<file path="config.mk">
export PLATFORM = sky130hd
export DESIGN_NAME = cpu8_execute_unit_core
export DESIGN_NICKNAME = d
export VERILOG_FILES = /design/src/cpu8eu_pkg.sv /design/src/cpu8eu_datapath.sv /design/src/cpu8_execute_unit_core.sv
export SDC_FILE = /design/constraint.sdc
export NUM_CORES = 1
export LEC_CHECK = 0
export ABC_AREA = 1
export BUFFER_PORTS_ARGS = -buffer_cell sky130_fd_sc_hd__buf_4
export CORE_MARGIN = 5
export CORE_UTILIZATION = 62
export DETAILED_ROUTE_END_ITERATION = 7
export PLACE_DENSITY_LB_ADDON = 0.2
export SETUP_SLACK_MARGIN = 0.5
export SYNTH_ARGS = -nofsm -noshare
export SYNTH_HDL_FRONTEND = slang
export SYNTH_SLANG_ARGS = --single-unit
</file>
<file path="constraint.sdc">
create_clock -name clk -period 4.3 [get_ports clk]
set_input_delay 0.43 -clock clk [delete_from_list [all_inputs] [get_ports clk]]
set_output_delay 0.43 -clock clk [all_outputs]
set_load 0.005 [all_outputs]
</file>
<file path="src/cpu8eu_pkg.sv">
package cpu8eu_pkg;

	// status register bit positions
	localparam int FL_C = 0;
	localparam int FL_Z = 1;
	localparam int FL_I = 2;
	localparam int FL_D = 3;
	localparam int FL_B = 4;
	localparam int FL_U = 5;
	localparam int FL_V = 6;
	localparam int FL_N = 7;

	localparam int KIND_W = 6;
	localparam int BYTE_W = 8;
	localparam int IN_USER_W = KIND_W + 1;
	localparam int OUT_DATA_W = 56;

	// decoded operation codes; 52..63 are undefined
	typedef enum logic [KIND_W-1:0] {
		OP_ADC = 6'd0,  OP_SBC = 6'd1,  OP_AND = 6'd2,  OP_ORA = 6'd3,
		OP_EOR = 6'd4,  OP_ASL = 6'd5,  OP_LSR = 6'd6,  OP_ROL = 6'd7,
		OP_ROR = 6'd8,  OP_CMP = 6'd9,  OP_CPX = 6'd10, OP_CPY = 6'd11,
		OP_BIT = 6'd12, OP_INC = 6'd13, OP_DEC = 6'd14, OP_INX = 6'd15,
		OP_INY = 6'd16, OP_DEX = 6'd17, OP_DEY = 6'd18, OP_LDA = 6'd19,
		OP_LDX = 6'd20, OP_LDY = 6'd21, OP_STA = 6'd22, OP_STX = 6'd23,
		OP_STY = 6'd24, OP_TAX = 6'd25, OP_TAY = 6'd26, OP_TXA = 6'd27,
		OP_TYA = 6'd28, OP_TSX = 6'd29, OP_TXS = 6'd30, OP_CLC = 6'd31,
		OP_CLD = 6'd32, OP_CLI = 6'd33, OP_CLV = 6'd34, OP_SEC = 6'd35,
		OP_SED = 6'd36, OP_SEI = 6'd37, OP_PHA = 6'd38, OP_PHP = 6'd39,
		OP_PLA = 6'd40, OP_PLP = 6'd41, OP_BCC = 6'd42, OP_BCS = 6'd43,
		OP_BEQ = 6'd44, OP_BMI = 6'd45, OP_BNE = 6'd46, OP_BPL = 6'd47,
		OP_BVC = 6'd48, OP_BVS = 6'd49, OP_BRK = 6'd50, OP_NOP = 6'd51
	} kind_t;

	// architectural registers
	typedef struct packed {
		logic [BYTE_W-1:0] a;
		logic [BYTE_W-1:0] x;
		logic [BYTE_W-1:0] y;
		logic [BYTE_W-1:0] sp;
		logic [BYTE_W-1:0] p;
	} state_t;

	// per-item side results
	typedef struct packed {
		logic [BYTE_W-1:0] write_data;
		logic              write_enable;
		logic              branch_taken;
		logic              invalid_op;
	} result_t;

endpackage

</file>
<file path="src/cpu8eu_datapath.sv">
module cpu8eu_datapath import cpu8eu_pkg::*; (
	input  logic [KIND_W-1:0] kind,
	input  logic [BYTE_W-1:0] operand,
	input  logic              on_memory,
	input  state_t            cur,
	output state_t            nxt,
	output result_t           res
);

	function automatic logic [BYTE_W-1:0] set_nz(input logic [BYTE_W-1:0] p,
			input logic [BYTE_W-1:0] v);
		logic [BYTE_W-1:0] q;
		q = p;
		q[FL_Z] = (v == '0);
		q[FL_N] = v[7];
		return q;
	endfunction

	logic [BYTE_W-1:0] a, m, src, shr, idr;
	logic              c;
	logic [8:0]        adc_bin, sbc_bin, cmp_diff;
	logic [5:0]        dlo, dhi, dhi_f;
	logic [BYTE_W-1:0] dt;
	logic [4:0]        slo, shi;
	logic [3:0]        slo_f, shi_f;
	logic [BYTE_W-1:0] cmp_reg;

	assign a = cur.a;
	assign m = operand;
	assign c = cur.p[FL_C];
	assign src = on_memory ? m : a;

	// binary and decimal adders and subtractors
	always_comb begin
		adc_bin = {1'b0, a} + {1'b0, m} + {8'd0, c};
		dlo = {2'b0, a[3:0]} + {2'b0, m[3:0]} + {5'd0, c};
		if (dlo > 6'd9) begin
			dlo = dlo + 6'd6;
		end
		dhi = {2'b0, a[7:4]} + {2'b0, m[7:4]} + {5'd0, (dlo > 6'd15)};
		dt = {dhi[3:0], dlo[3:0]};
		dhi_f = (dhi > 6'd9) ? (dhi + 6'd6) : dhi;

		sbc_bin = {1'b0, a} + {1'b0, ~m} + {8'd0, c};
		slo = {1'b0, a[3:0]} - {1'b0, m[3:0]} - {4'd0, ~c};
		slo_f = slo[4] ? (slo[3:0] - 4'd6) : slo[3:0];
		shi = {1'b0, a[7:4]} - {1'b0, m[7:4]} - {4'd0, slo[4]};
		shi_f = shi[4] ? (shi[3:0] - 4'd6) : shi[3:0];
	end

	always_comb begin
		case (kind_t'(kind))
			OP_CPX:  cmp_reg = cur.x;
			OP_CPY:  cmp_reg = cur.y;
			default: cmp_reg = a;
		endcase
		cmp_diff = {1'b0, cmp_reg} - {1'b0, m};
	end

	// shifter and inc/dec on A or memory
	always_comb begin
		case (kind_t'(kind))
			OP_ASL:  shr = {src[6:0], 1'b0};
			OP_ROL:  shr = {src[6:0], c};
			OP_LSR:  shr = {1'b0, src[7:1]};
			default: shr = {c, src[7:1]};
		endcase
		idr = (kind_t'(kind) == OP_INC) ? (src + 8'd1) : (src - 8'd1);
	end

	always_comb begin
		nxt = cur;
		res = '0;
		case (kind_t'(kind))
			OP_ADC: begin
				nxt.p[FL_Z] = (adc_bin[7:0] == '0);
				if (cur.p[FL_D]) begin
					nxt.p[FL_N] = dt[7];
					nxt.p[FL_V] = ~(a[7] ^ m[7]) & (a[7] ^ dt[7]);
					nxt.p[FL_C] = (dhi_f > 6'd15);
					nxt.a = {dhi_f[3:0], dlo[3:0]};
				end else begin
					nxt.p[FL_N] = adc_bin[7];
					nxt.p[FL_V] = ~(a[7] ^ m[7]) & (a[7] ^ adc_bin[7]);
					nxt.p[FL_C] = adc_bin[8];
					nxt.a = adc_bin[7:0];
				end
			end
			OP_SBC: begin
				nxt.p[FL_C] = sbc_bin[8];
				nxt.p[FL_Z] = (sbc_bin[7:0] == '0);
				nxt.p[FL_V] = (a[7] ^ m[7]) & (a[7] ^ sbc_bin[7]);
				nxt.p[FL_N] = sbc_bin[7];
				nxt.a = cur.p[FL_D] ? {shi_f, slo_f} : sbc_bin[7:0];
			end
			OP_AND: begin
				nxt.a = a & m;
				nxt.p = set_nz(cur.p, a & m);
			end
			OP_ORA: begin
				nxt.a = a | m;
				nxt.p = set_nz(cur.p, a | m);
			end
			OP_EOR: begin
				nxt.a = a ^ m;
				nxt.p = set_nz(cur.p, a ^ m);
			end
			OP_ASL, OP_LSR, OP_ROL, OP_ROR: begin
				nxt.p = set_nz(cur.p, shr);
				nxt.p[FL_C] = (kind_t'(kind) == OP_ASL || kind_t'(kind) == OP_ROL)
					? src[7] : src[0];
				if (on_memory) begin
					res.write_data = shr;
					res.write_enable = 1'b1;
				end else begin
					nxt.a = shr;
				end
			end
			OP_CMP, OP_CPX, OP_CPY: begin
				nxt.p[FL_C] = ~cmp_diff[8];
				nxt.p[FL_Z] = (cmp_reg == m);
				nxt.p[FL_N] = cmp_diff[7];
			end
			OP_BIT: begin
				nxt.p[FL_Z] = ((a & m) == '0);
				nxt.p[FL_V] = m[6];
				nxt.p[FL_N] = m[7];
			end
			OP_INC, OP_DEC: begin
				nxt.p = set_nz(cur.p, idr);
				if (on_memory) begin
					res.write_data = idr;
					res.write_enable = 1'b1;
				end else begin
					nxt.a = idr;
				end
			end
			OP_INX: begin
				nxt.x = cur.x + 8'd1;
				nxt.p = set_nz(cur.p, cur.x + 8'd1);
			end
			OP_INY: begin
				nxt.y = cur.y + 8'd1;
				nxt.p = set_nz(cur.p, cur.y + 8'd1);
			end
			OP_DEX: begin
				nxt.x = cur.x - 8'd1;
				nxt.p = set_nz(cur.p, cur.x - 8'd1);
			end
			OP_DEY: begin
				nxt.y = cur.y - 8'd1;
				nxt.p = set_nz(cur.p, cur.y - 8'd1);
			end
			OP_LDA, OP_PLA: begin
				nxt.a = m;
				nxt.p = set_nz(cur.p, m);
				if (kind_t'(kind) == OP_PLA) begin
					nxt.sp = cur.sp + 8'd1;
				end
			end
			OP_LDX: begin
				nxt.x = m;
				nxt.p = set_nz(cur.p, m);
			end
			OP_LDY: begin
				nxt.y = m;
				nxt.p = set_nz(cur.p, m);
			end
			OP_STA: begin
				res.write_data = a;
				res.write_enable = 1'b1;
			end
			OP_STX: begin
				res.write_data = cur.x;
				res.write_enable = 1'b1;
			end
			OP_STY: begin
				res.write_data = cur.y;
				res.write_enable = 1'b1;
			end
			OP_TAX: begin
				nxt.x = a;
				nxt.p = set_nz(cur.p, a);
			end
			OP_TAY: begin
				nxt.y = a;
				nxt.p = set_nz(cur.p, a);
			end
			OP_TXA: begin
				nxt.a = cur.x;
				nxt.p = set_nz(cur.p, cur.x);
			end
			OP_TYA: begin
				nxt.a = cur.y;
				nxt.p = set_nz(cur.p, cur.y);
			end
			OP_TSX: begin
				nxt.x = cur.sp;
				nxt.p = set_nz(cur.p, cur.sp);
			end
			OP_TXS: nxt.sp = cur.x;
			OP_CLC: nxt.p[FL_C] = 1'b0;
			OP_CLD: nxt.p[FL_D] = 1'b0;
			OP_CLI: nxt.p[FL_I] = 1'b0;
			OP_CLV: nxt.p[FL_V] = 1'b0;
			OP_SEC: nxt.p[FL_C] = 1'b1;
			OP_SED: nxt.p[FL_D] = 1'b1;
			OP_SEI: nxt.p[FL_I] = 1'b1;
			OP_PHA: begin
				res.write_data = a;
				res.write_enable = 1'b1;
				nxt.sp = cur.sp - 8'd1;
			end
			OP_PHP, OP_BRK: begin
				res.write_data = cur.p;
				res.write_data[FL_B] = 1'b1;
				res.write_data[FL_U] = 1'b1;
				res.write_enable = 1'b1;
				nxt.sp = cur.sp - 8'd1;
				if (kind_t'(kind) == OP_BRK) begin
					nxt.p[FL_B] = 1'b1;
					nxt.p[FL_I] = 1'b1;
				end
			end
			OP_PLP: begin
				nxt.sp = cur.sp + 8'd1;
				nxt.p = m;
				nxt.p[FL_U] = 1'b0;
			end
			OP_BCC: res.branch_taken = ~cur.p[FL_C];
			OP_BCS: res.branch_taken = cur.p[FL_C];
			OP_BEQ: res.branch_taken = cur.p[FL_Z];
			OP_BMI: res.branch_taken = cur.p[FL_N];
			OP_BNE: res.branch_taken = ~cur.p[FL_Z];
			OP_BPL: res.branch_taken = ~cur.p[FL_N];
			OP_BVC: res.branch_taken = ~cur.p[FL_V];
			OP_BVS: res.branch_taken = cur.p[FL_V];
			OP_NOP: ;
			default: res.invalid_op = 1'b1;
		endcase
	end

endmodule

</file>
<file path="src/cpu8_execute_unit_core.sv">
// channel | dir | tdata (low bit up)                                  | tuser
// s_*     | in  | [7:0] operand                                       | [5:0] kind, [6] on_memory
// m_*     | out | [7:0] write_data, [8] write_enable, [9] branch_taken, | -
//         |     | [17:10] status_out, [25:18] acc_out,                |
//         |     | [33:26] index_x_out, [41:34] index_y_out,           |
//         |     | [49:42] stack_ptr_out, [50] invalid_op, [55:51] 0   |
//
// The result passes through the input register, then the result register, before it
// appears on m_tvalid. One item per cycle sustained while m_tready stays high: the
// input register executes against A/X/Y/SP/P in one pass and writes both the
// registers and the result register.
// arst_n clears the architectural registers (A, X, Y, SP, P = 0) and both valid flags.
// A stalled result holds the input register; s_tready drops only while both
// the input register and the result register are full and m_tready is low.
module cpu8_execute_unit_core import cpu8eu_pkg::*; (
	input  logic                  clk,
	input  logic                  arst_n,
	input  logic                  s_tvalid,
	output logic                  s_tready,
	input  logic [BYTE_W-1:0]     s_tdata,   // [7:0] operand
	input  logic [IN_USER_W-1:0]  s_tuser,   // [5:0] kind, [6] on_memory
	output logic                  m_tvalid,
	input  logic                  m_tready,
	// write_data, write_enable, branch_taken, status_out, acc_out,
	// index_x_out, index_y_out, stack_ptr_out, invalid_op, zero fill
	output logic [OUT_DATA_W-1:0] m_tdata
);

	// input register
	logic              valid_s1;
	logic [KIND_W-1:0] kind_s1;
	logic [BYTE_W-1:0] operand_s1;
	logic              on_memory_s1;

	// architectural registers and result register
	state_t                state_q, state_nxt;
	result_t               res_nxt;
	logic                  out_valid_q;
	logic [OUT_DATA_W-1:0] out_data_q;

	logic advance;

	// the item in the input register retires when the result slot is free or being emptied
	assign advance  = valid_s1 && (!out_valid_q || m_tready);
	assign s_tready = !valid_s1 || advance;

	always_ff @(posedge clk or negedge arst_n) begin
		if (!arst_n) begin
			valid_s1 <= 1'b0;
		end else if (s_tready) begin
			valid_s1 <= s_tvalid;
		end
	end

	always_ff @(posedge clk) begin
		if (s_tready && s_tvalid) begin
			kind_s1      <= s_tuser[KIND_W-1:0];
			on_memory_s1 <= s_tuser[KIND_W];
			operand_s1   <= s_tdata;
		end
	end

	cpu8eu_datapath u_datapath (
		.kind      (kind_s1),
		.operand   (operand_s1),
		.on_memory (on_memory_s1),
		.cur       (state_q),
		.nxt       (state_nxt),
		.res       (res_nxt)
	);

	// registers commit only when the item retires, so the next item sees them
	always_ff @(posedge clk or negedge arst_n) begin
		if (!arst_n) begin
			state_q <= '0;
		end else if (advance) begin
			state_q <= state_nxt;
		end
	end

	always_ff @(posedge clk or negedge arst_n) begin
		if (!arst_n) begin
			out_valid_q <= 1'b0;
		end else if (advance) begin
			out_valid_q <= 1'b1;
		end else if (m_tready) begin
			out_valid_q <= 1'b0;
		end
	end

	always_ff @(posedge clk) begin
		if (advance) begin
			out_data_q <= {5'd0, res_nxt.invalid_op, state_nxt.sp, state_nxt.y,
				state_nxt.x, state_nxt.a, state_nxt.p, res_nxt.branch_taken,
				res_nxt.write_enable, res_nxt.write_data};
		end
	end

	assign m_tvalid = out_valid_q;
	assign m_tdata  = out_data_q;

	// a stalled result freezes the architectural registers
	a_stall_holds_state: assert property (@(posedge clk) disable iff (!arst_n)
		m_tvalid && !m_tready |=> $stable(state_q))
		else $error("state changed while result stalled");

	// the presented register fields match the committed registers
	a_out_matches_state: assert property (@(posedge clk) disable iff (!arst_n)
		advance |=> (m_tdata[25:18] == state_q.a && m_tdata[49:42] == state_q.sp))
		else $error("result registers differ from state");

	// bit 5 of the status register is never set
	a_status_u_clear: assert property (@(posedge clk) disable iff (!arst_n)
		!state_q.p[FL_U])
		else $error("status bit 5 set");

	// invalid ops neither write nor branch; write data is zero when not written
	a_invalid_quiet: assert property (@(posedge clk) disable iff (!arst_n)
		m_tvalid |-> ((!m_tdata[50] || (!m_tdata[8] && !m_tdata[9]))
			&& (m_tdata[8] || m_tdata[7:0] == '0)))
		else $error("invalid op or idle write carried side effects");

endmodule

</file>
== Word level (Yosys, flattened, before mapping) ==
Cells that the tools add are included.
Word-level totals
  bits in registers: 108
Cells by class
  add/sub/neg operators: 25
  equality and inequality tests: 52
  bitwise operators: 17
  mux-type cells: 37
  reduce and logical (&&, ||, !) cells: 38
  magnitude comparators: 4
Operator list (count)
  $logic_not A8 Y1: 16
  $eq A6 B6 Y1 const B: 20
  $eq A6 B5 Y1 const B: 16
  $pmux W8 S10: 1
  $pmux W8 S4: 2
  $mux W8: 7
  $pmux W9 S6: 1
  $reduce_or A52 Y1: 1
  $eq A6 B4 Y1 const B: 8
  $pmux W8 S5: 1
  $add A8 B1 Y8 const B: 4
  $sub A8 B1 Y8 const B: 4
  $eq A6 B3 Y1 const B: 4
  $gt A6 B4 Y1 const B: 4
  $pmux W8 S3: 1
  $add A8 B8 Y9: 2
  $add A9 B1 Y9: 2
  $mux W9: 2
  $pmux W1 S18: 1
  $pmux W1 S17: 1
  $pmux W8 S2: 1
  $reduce_or A2 Y1: 7
  $add A6 B1 Y6: 2
  $add A6 B3 Y6 const B: 2
  other kinds (32): 63

== Longest topological paths before layout ==
Gate-level depths: netlist of run 1.
  depth after elaboration: 11
  mapped depth: 28
  mapped depth without buffers: 28

== Modules after synthesis ==
From an unflattened synthesis of run 1, not the netlist that was laid out.
Second synthesis, totals
  cells, all modules: 1512
  area total of the unflattened synthesis: 10243.6 um^2
By module, submodules not included
  cpu8eu_datapath: sequential area each 0.0 um^2, cells an instance 1256, instances 1, area each 6526.3 um^2
  cpu8_execute_unit_core: sequential area each 3032.9 um^2, cells an instance 256, instances 1, area each 3717.3 um^2

== Worst setup path before layout of run 1 ==
Ideal clock, no wire load.
  path kind: register to register
  start point: register operand_s1[0]
  end point: register out_data_q[23], in the netlist m_tdata[23], data pin
  stages on the path, launching flop included: 25
  data required time: 4.045 ns
  setup time: 0.255 ns
  setup slack: 0.694 ns
  arrival: 3.352 ns
  path buffers: 0
  cells stage by stage: edfxtp_1 > ha_1 > fa_1 > ha_1 > inv_1 > nor2_1 > inv_1 > nand2_1 > ha_1 > inv_1 > nor2_1 > o211ai_1 > ha_1 > ha_1 > nand3_1 > inv_1 > nand3_1 > nand2_1 > nand2_1 > nand3_1 > nand2_1 > nand3_1 > nand2_1 > nand3_1 > and2_1
RTL lines
  start: declaration: line cpu8_execute_unit_core.sv:32  | logic [BYTE_W-1:0] operand_s1;
  start signal: assignment: line cpu8_execute_unit_core.sv:59  | operand_s1 <= s_tdata;
  end signal: assignment: line cpu8_execute_unit_core.sv:93  | out_data_q <= {5'd0, res_nxt.invalid_op, state_nxt.sp, state_nxt.y,
  end: declaration: line cpu8_execute_unit_core.sv:39  | logic [OUT_DATA_W-1:0] out_data_q;

==> impl_metrics.py, run 1 <==
metrics = {
    "synthesis": {
        "ys_types": 50,
        "synth_cells": 1530,
        "synth_top_cell_area_share_pct": 19.08,
        "synthMuxAreaShare_pct": 0,
        "synth_seq_cells": 108,
        "yosys_most_used_dff": "edfxtp_1",
        "synth_edf_count": 66,
        "synth_compound_area_share_pct": 15.25,
        "synthArstFlopShare_pct": 38.89,
        "synth-xor-area-share_pct": 2.277,
        "synthTopCellsByArea": "edfxtp_1 (19%), nand2_1 (16%), dfrtp_1 (10%)",
        "synth_top_family_by_area": "simple AND/OR/NAND/NOR gates",
        "syn_area_um2": 10390,
        "synth_fa_ha_area_share_pct": 10.36,
        "ys_seq_area_share_pct": 29.20,
        "yosys_warnings": 0,
        "yosys.area.top_type": "edfxtp_1",
        "synth_simple_gate_area_share_pct": 33.89,
        "avgSynthCellArea_um2": 6.788,
    },
    "route": {
        "drt_first_iter_violations": 1620,
        "via_per_inst": 6.575,
        "top_layer": "met4",
        "drc_errors": 5,
        "wl_met1_mm": 14.75,
        "drt_wl_total_mm": 41.07,
        "vias": 12197,
        "met2_wirelength_mm": 18.13,
        "routedWlPerCell_um": 22.14,
        "wl_met3_mm": 5.394,
        "final_antenna_net_count": 0,
        "dr.pass1.iters": 8,
    },
    "critical_path": {
        "path_delay_family": "simple AND/OR/NAND/NOR gates",
        "crit_chain": "ha_4 > fa_1 > ha_2 > inv_2 > nor2_2 > buf_4 > nand3_2 > nand2_2 > nand2_4 > o211ai_1 > ha_2 > buf_4 > nand2_2 > nor2_4 > nand4_1 > nand4_1 > nand3_1 > nand2_1 > nand3_2 > and2_1",
        "path_buf_inv": 3,
        "cp_slowest_cell": "fa_1",
        "cp-start-kind": "flop",
        "cp-end-kind": "flop",
        "crit_arrival_ns": 3.99,
        "regToRegStartpoint": "operand_s1[0]$_DFFE_PP_",
        "worstPathMaxFanout": 5,
        "ff2ff_setup_slack_ns": 0.44,
        "path_class": "flop to flop",
        "worstPathRequired_ns": 4.43,
        "rr_worst_depth": 20,
        "cpPeakStageDelay_ns": 0.56,
        "regToRegEndpoint": "m_tdata[23]$_DFFE_PP_",
    },
    "placed_design": {
        "post-place-ws_ns": 0.2282,
        "gp_congestion": 1.122,
        "place_area_um2": 11290,
        "dp_hpwl_mm": 30.80,
        "io_buffers": 71,
    },
    "run_status": {
        "status": "finished, violations left",
        "violations": "DRC",
    },
    "clocking": {
        "cts_made_buffers": 9,
        "cts_sinks": 108,
        "tritoncts": "built",
        "htree_levels": 3,
        "clkSlewWorstSetupHoldPaths_ns": 0.09,
        "clockBufferDepth": 2,
        "cts-root-buf": "clkbuf_16",
        "clock_latency_ns": 0.37,
        "hold_buffers": 0,
    },
    "pwr": {
        "p_sw_mw": 4.079,
        "power_frac_seq_pct": 23.5,
        "internal_power_mw": 3.701,
        "swShare_pct": 52.43,
        "comb_power_share_pct": 64.8,
        "ir_drop_mv": 0.5388,
        "p_leak_nw": 5.808,
        "powerDensity_nw_per_um2": 652.0,
        "clock_power_share_pct": 11.7,
        "finalPower_mw": 7.780,
    },
    "sta": {
        "fin_crit_ns": 3.858,
        "fin_hold_ws_ns": 0.08680,
        "hold_viol_final": 0,
        "max_freq_ghz": 0.2592,
        "fin_ws_ns": 0.4419,
        "rsz0062_at_grt": "yes",
        "drv_slew": 0,
        "worst_pin_slew_ns": 0.8091,
        "slew_headroom_pct": 45.86,
        "fin_crit_sh_pct": 89.72,
        "fin_setup_tns_ns": 0,
        "setup_viol": 0,
        "fin_skew_ns": 0.01456,
    },
    "final_layout": {
        "layout-drive-gt1-share_pct": 13.40,
        "nets": 1728,
        "final_common_cell": "nand2_1",
        "final_design_area_no_fill_um2": 11930,
        "area_growth_pct": 14.89,
        "layout_common_cells": "nand2_1 (430), inv_1 (180), nand3_1 (131), nor2_1 (127), buf_4 (119)",
    },
    "die": {
        "num_rows": 47,
        "fp.dieArea_um2": 19440,
        "die_y_um": 139.4,
        "core_region_area_um2": 16520,
        "ios": 77,
        "initial_utilization_pct": 62.85,
        "die_w_um": 139.4,
    },
    "grt": {
        "grtUsageTotal_pct": 40.07,
        "antenna_found_initial": 0,
        "grt_max_degree": 49,
        "grt_pass1_vias": 11111,
        "grt_overflow_total": 0,
        "grt_pass1_wl_mm": 61.46,
    },
    "run": {
        "cap_violations": 0,
    },
    "worst_hold_path": {
        "holdCritPathClass": "primary input to asynchronous set/reset pin",
    },
}
-- Yosys cell counts (8+ instances only) --
master,count
xnor2_1,9
clkbuf_1,21
o22ai_1,41
nor3_1,22
nand2_2,8
o21ai_1,10
xor2_1,18
nand4_1,45
nand2_1,447
a21oi_1,41
nor2_1,132
ha_1,70
nand3_1,139
dfrtp_1,42
o211ai_1,22
o221ai_1,14
fa_1,10
inv_1,190
edfxtp_1,66
a221oi_1,10
o21ai_0,75
-- flip-flops by register name (all words and copies together) (netlist names) --
register / count
valid_s1: 1
on_memory_s1: 1
operand_s1: 8
kind_s1: 6
state_q: 40
m_tvalid: 1
m_tdata: 51
-- layout make-up --
cell class	instances	area (um^2)
fill	1378	4592
sequential	108	3033
multi-input combinational	1188	6629
inverter	202	768.2
tap	220	275.3
antenna	1	2.502
clock inverter	6	82.58
timing repair buffer	120	913.4
clock buffer	10	229.0
-- metrics by stage --
stage                     cells  utilization (%)
after global routing       1854            72.20
after global placement     1821            68.32
after CTS                  1840            70.51
after floorplan            1534                -
final                      1855            72.21
after detailed placement   1821            68.32
-- how the worst max path moves through the flow --
stage | slack [ns] | from | cells past startpoint | endpoint
3_5_place_dp | 0.23 | operand_s1[0]$_DFFE_PP_ | 23 | m_tdata[23]$_DFFE_PP_
3_3_place_gp | 0.39 | operand_s1[0]$_DFFE_PP_ | 23 | m_tdata[23]$_DFFE_PP_
2_1_floorplan | 0.69 | operand_s1[0]$_DFFE_PP_ | 24 | m_tdata[23]$_DFFE_PP_
6_report | 0.44 | operand_s1[0]$_DFFE_PP_ | 20 | m_tdata[23]$_DFFE_PP_
5_1_grt | 0.22 | operand_s1[0]$_DFFE_PP_ | 22 | m_tdata[23]$_DFFE_PP_
4_1_cts | 0.50 | operand_s1[0]$_DFFE_PP_ | 23 | m_tdata[23]$_DFFE_PP_
-- power groups by stage --
stage | Sequential (mW) | Clock, mW | Combinational [mW]
after global placement | 1.81 | 0 | 4.33
final | 1.83 | 0.910 | 5.04
after floorplan | 1.72 | 0 | 3.08
after global routing | 1.85 | 0.953 | 5.51
after CTS | 1.80 | 0.902 | 4.51
after detailed placement | 1.82 | 0 | 4.45
-- cells by family after synthesis --
kind of cell    after synthesis
compound gates              254
other cells                   1
fa+ha+maj                    80
xor+xnor                     27
buf+inv                     238
flops                       108
simple gates                822
-- layer usage --
layer | vias up | GRT usage [%]
met5 | - | 0
met4 | 0 | 20.44
met3 | 253 | 9.949
met2 | 975 | 62.93
met1 | 5604 | 51.43
li1 | 5365 | -
-- repair_timing --
item,in CTS,in global routing
buffers inserted,3,14
setup endpoints to repair,12,16
pin swaps,2,34
cloned,0,0
resized for setup,12,53
No activity file was read; power rests on OpenSTA's default activity.
==> run 2, diff against run 1 <==
--- a/config.mk
+++ b/config.mk
@@ -8,7 +8,9 @@
 export ABC_AREA = 1
 export BUFFER_PORTS_ARGS = -buffer_cell sky130_fd_sc_hd__buf_4
 export CORE_MARGIN = 5
-export CORE_UTILIZATION = 62
+export CORE_UTILIZATION = 64
+export CTS_BUF_LIST = sky130_fd_sc_hd__clkbuf_8
+export CTS_CLUSTER_SIZE = 20
 export DETAILED_ROUTE_END_ITERATION = 7
 export PLACE_DENSITY_LB_ADDON = 0.2
 export SETUP_SLACK_MARGIN = 0.5
==> run 2 against run 1 <==
Effect of this change: hold slack lost 0.043 ns; critical path type unchanged; the run still ends with DRC left; final cell count is 0.43% lower; clock power is 34% lower; final area is 0.86% lower; critical endpoint unchanged; via count is 0.12% lower; sequential cell count unchanged; utilization rose by 2.3 points; sequential share of layout area up 0.24 points; die area down 2.9%; worst setup slack better by 0.0072 ns; critical path depth up 3; wire length is 2.3% lower.
==> impl_metrics.py, run 2 (same netlist as run 1, synthesis figures left out) <==
metrics = {
    "run_status": {
        "status": "finished, violations left",
        "violations": "DRC",
    },
    "run": {
        "cap_violations": 0,
    },
    "grt": {
        "grt_max_degree": 83,
        "grtUsageTotal_pct": 41.88,
        "grt_pass1_vias": 10931,
        "grt_pass1_wl_mm": 60.06,
        "antenna_found_initial": 0,
        "grt_overflow_total": 0,
    },
    "route": {
        "drt_first_iter_violations": 1944,
        "vias": 12182,
        "routedWlPerCell_um": 21.73,
        "final_antenna_net_count": 0,
        "drc_errors": 3,
        "dr.pass1.iters": 8,
        "via_per_inst": 6.596,
        "drt_wl_total_mm": 40.14,
    },
    "final_layout": {
        "nets": 1725,
        "layout_common_cells": "nand2_1 (434), inv_1 (178), nand3_1 (131), nor2_1 (126), buf_4 (115)",
        "fin_util_pct": 74.47,
        "area_growth_pct": 13.90,
        "layout-drive-gt1-share_pct": 13.67,
        "largest_register_ffs": 51,
        "final_common_cell": "nand2_1",
        "final_design_area_no_fill_um2": 11830,
        "num-fill-cells": 1270,
        "final_cells": 1847,
        "diodes": 0,
    },
    "sta": {
        "fin_hold_ws_ns": 0.04355,
        "max_freq_ghz": 0.2597,
        "fin_ws_ns": 0.4491,
        "worst_pin_slew_ns": 0.7393,
        "slew_headroom_pct": 50.53,
        "rsz0062_at_grt": "yes",
        "hold_viol_final": 0,
        "fin_crit_sh_pct": 89.56,
        "setup_viol": 0,
        "drv_slew": 0,
        "fin_crit_ns": 3.851,
        "fin_setup_tns_ns": 0,
        "fin_skew_ns": 0.02109,
    },
    "die": {
        "initial_utilization_pct": 65.38,
        "num_rows": 46,
        "core_region_area_um2": 15890,
        "die_y_um": 137.4,
        "fp.dieArea_um2": 18880,
        "ios": 77,
        "die_w_um": 137.4,
    },
    "pwr": {
        "powerDensity_nw_per_um2": 640.1,
        "p_leak_nw": 5.744,
        "ir_drop_mv": 0.5954,
        "finalPower_mw": 7.572,
    },
    "clocking": {
        "hold_buffers": 0,
        "clockBufferDepth": 2,
        "cts_sinks": 108,
        "cts-root-buf": "clkbuf_8",
        "tritoncts": "built",
        "clock_latency_ns": 0.41,
        "clkSlewWorstSetupHoldPaths_ns": 0.12,
        "cts_made_buffers": 9,
        "htree_levels": 3,
    },
    "placed_design": {
        "post-place-ws_ns": 0.2181,
        "gp_congestion": 1.120,
        "dp_cells": 1810,
        "place_area_um2": 11230,
        "io_buffers": 71,
        "dp_hpwl_mm": 30.08,
    },
    "worst_hold_path": {
        "holdCritPathClass": "primary input to asynchronous set/reset pin",
    },
    "critical_path": {
        "ff2ff_setup_slack_ns": 0.45,
        "cp-start-kind": "flop",
        "cp-end-kind": "flop",
        "worstPathRequired_ns": 4.48,
        "path_class": "flop to flop",
        "worstPathMaxFanout": 6,
        "crit_arrival_ns": 4.03,
    },
}
run 2: layout make-up:
cell class,count,area (um^2),area share (%)
Tap cell,216,270.3,2.285
Clock buffer,10,137.6,1.163
Multi-Input combinational cell,1188,6676,56.44
Clock inverter,6,41.29,0.3490
Timing Repair Buffer,117,894.6,7.562
Sequential cell,108,3035,25.66
Inverter,202,774.5,6.547
run 2: path summary, 6_finish.rpt:
check / start / depth (start not counted) / to
worst min-delay path: arst_n / 1 / state_q[39]$_DFFE_PN0P_
worst min register to register: state_q[5]$_DFFE_PN0P_ / 2 / state_q[5]$_DFFE_PN0P_
max in group asynchronous: arst_n / 1 / state_q[0]$_DFFE_PN0P_
min in group clk: s_tdata[7] / 1 / operand_s1[7]$_DFFE_PP_
worst max-delay path: state_q[32]$_DFFE_PN0P_ / 23 / m_tdata[23]$_DFFE_PP_
worst max register to register: state_q[32]$_DFFE_PN0P_ / 23 / m_tdata[23]$_DFFE_PP_
run 2: critical path, cell delays in order, from the launching register on:
cell      delay [ns]
dfrtp_2         0.49
ha_4            0.21
fa_1            0.52
ha_2            0.21
inv_2           0.07
nor2_4          0.04
inv_2           0.05
nand2_2         0.07
ha_2            0.19
inv_1           0.08
nor2_2          0.04
o211ai_1        0.20
ha_2            0.26
ha_4            0.17
nand3_4         0.09
inv_2           0.08
nand4_1         0.15
nand2_4         0.17
nand3_4         0.09
nand2_1         0.09
nand3_1         0.07
nand2_1         0.09
nand3_2         0.06
and2_4          0.14
run 2: routing by layer:
| metal | vias to the layer above | GRT usage [%] | part of all wire (%) | routed length [um] |
|---|---|---|---|---|
| met5 | - | 0 | 0 | 0 |
| met4 | 0 | 20.90 | 7.5 | 3025 |
| met3 | 325 | 11.98 | 14 | 5782 |
| met2 | 1069 | 64.91 | 43 | 17130 |
| met1 | 5437 | 53.53 | 35 | 14210 |
| li1 | 5351 | - | - | - |
run 2: power by group:
part / total [mW] / internal (mW) / switching, mW
Sequential: 1.80 / 1.46 / 0.339
Combinational: 5.17 / 1.83 / 3.34
Clock: 0.600 / 0.226 / 0.374
run 2: timing repair:
item                                    CTS  global route
endpoints found under the setup margin   14            16
pin swaps                                 1            26
setup buffers                             3            18
gates resized for setup                  12            65
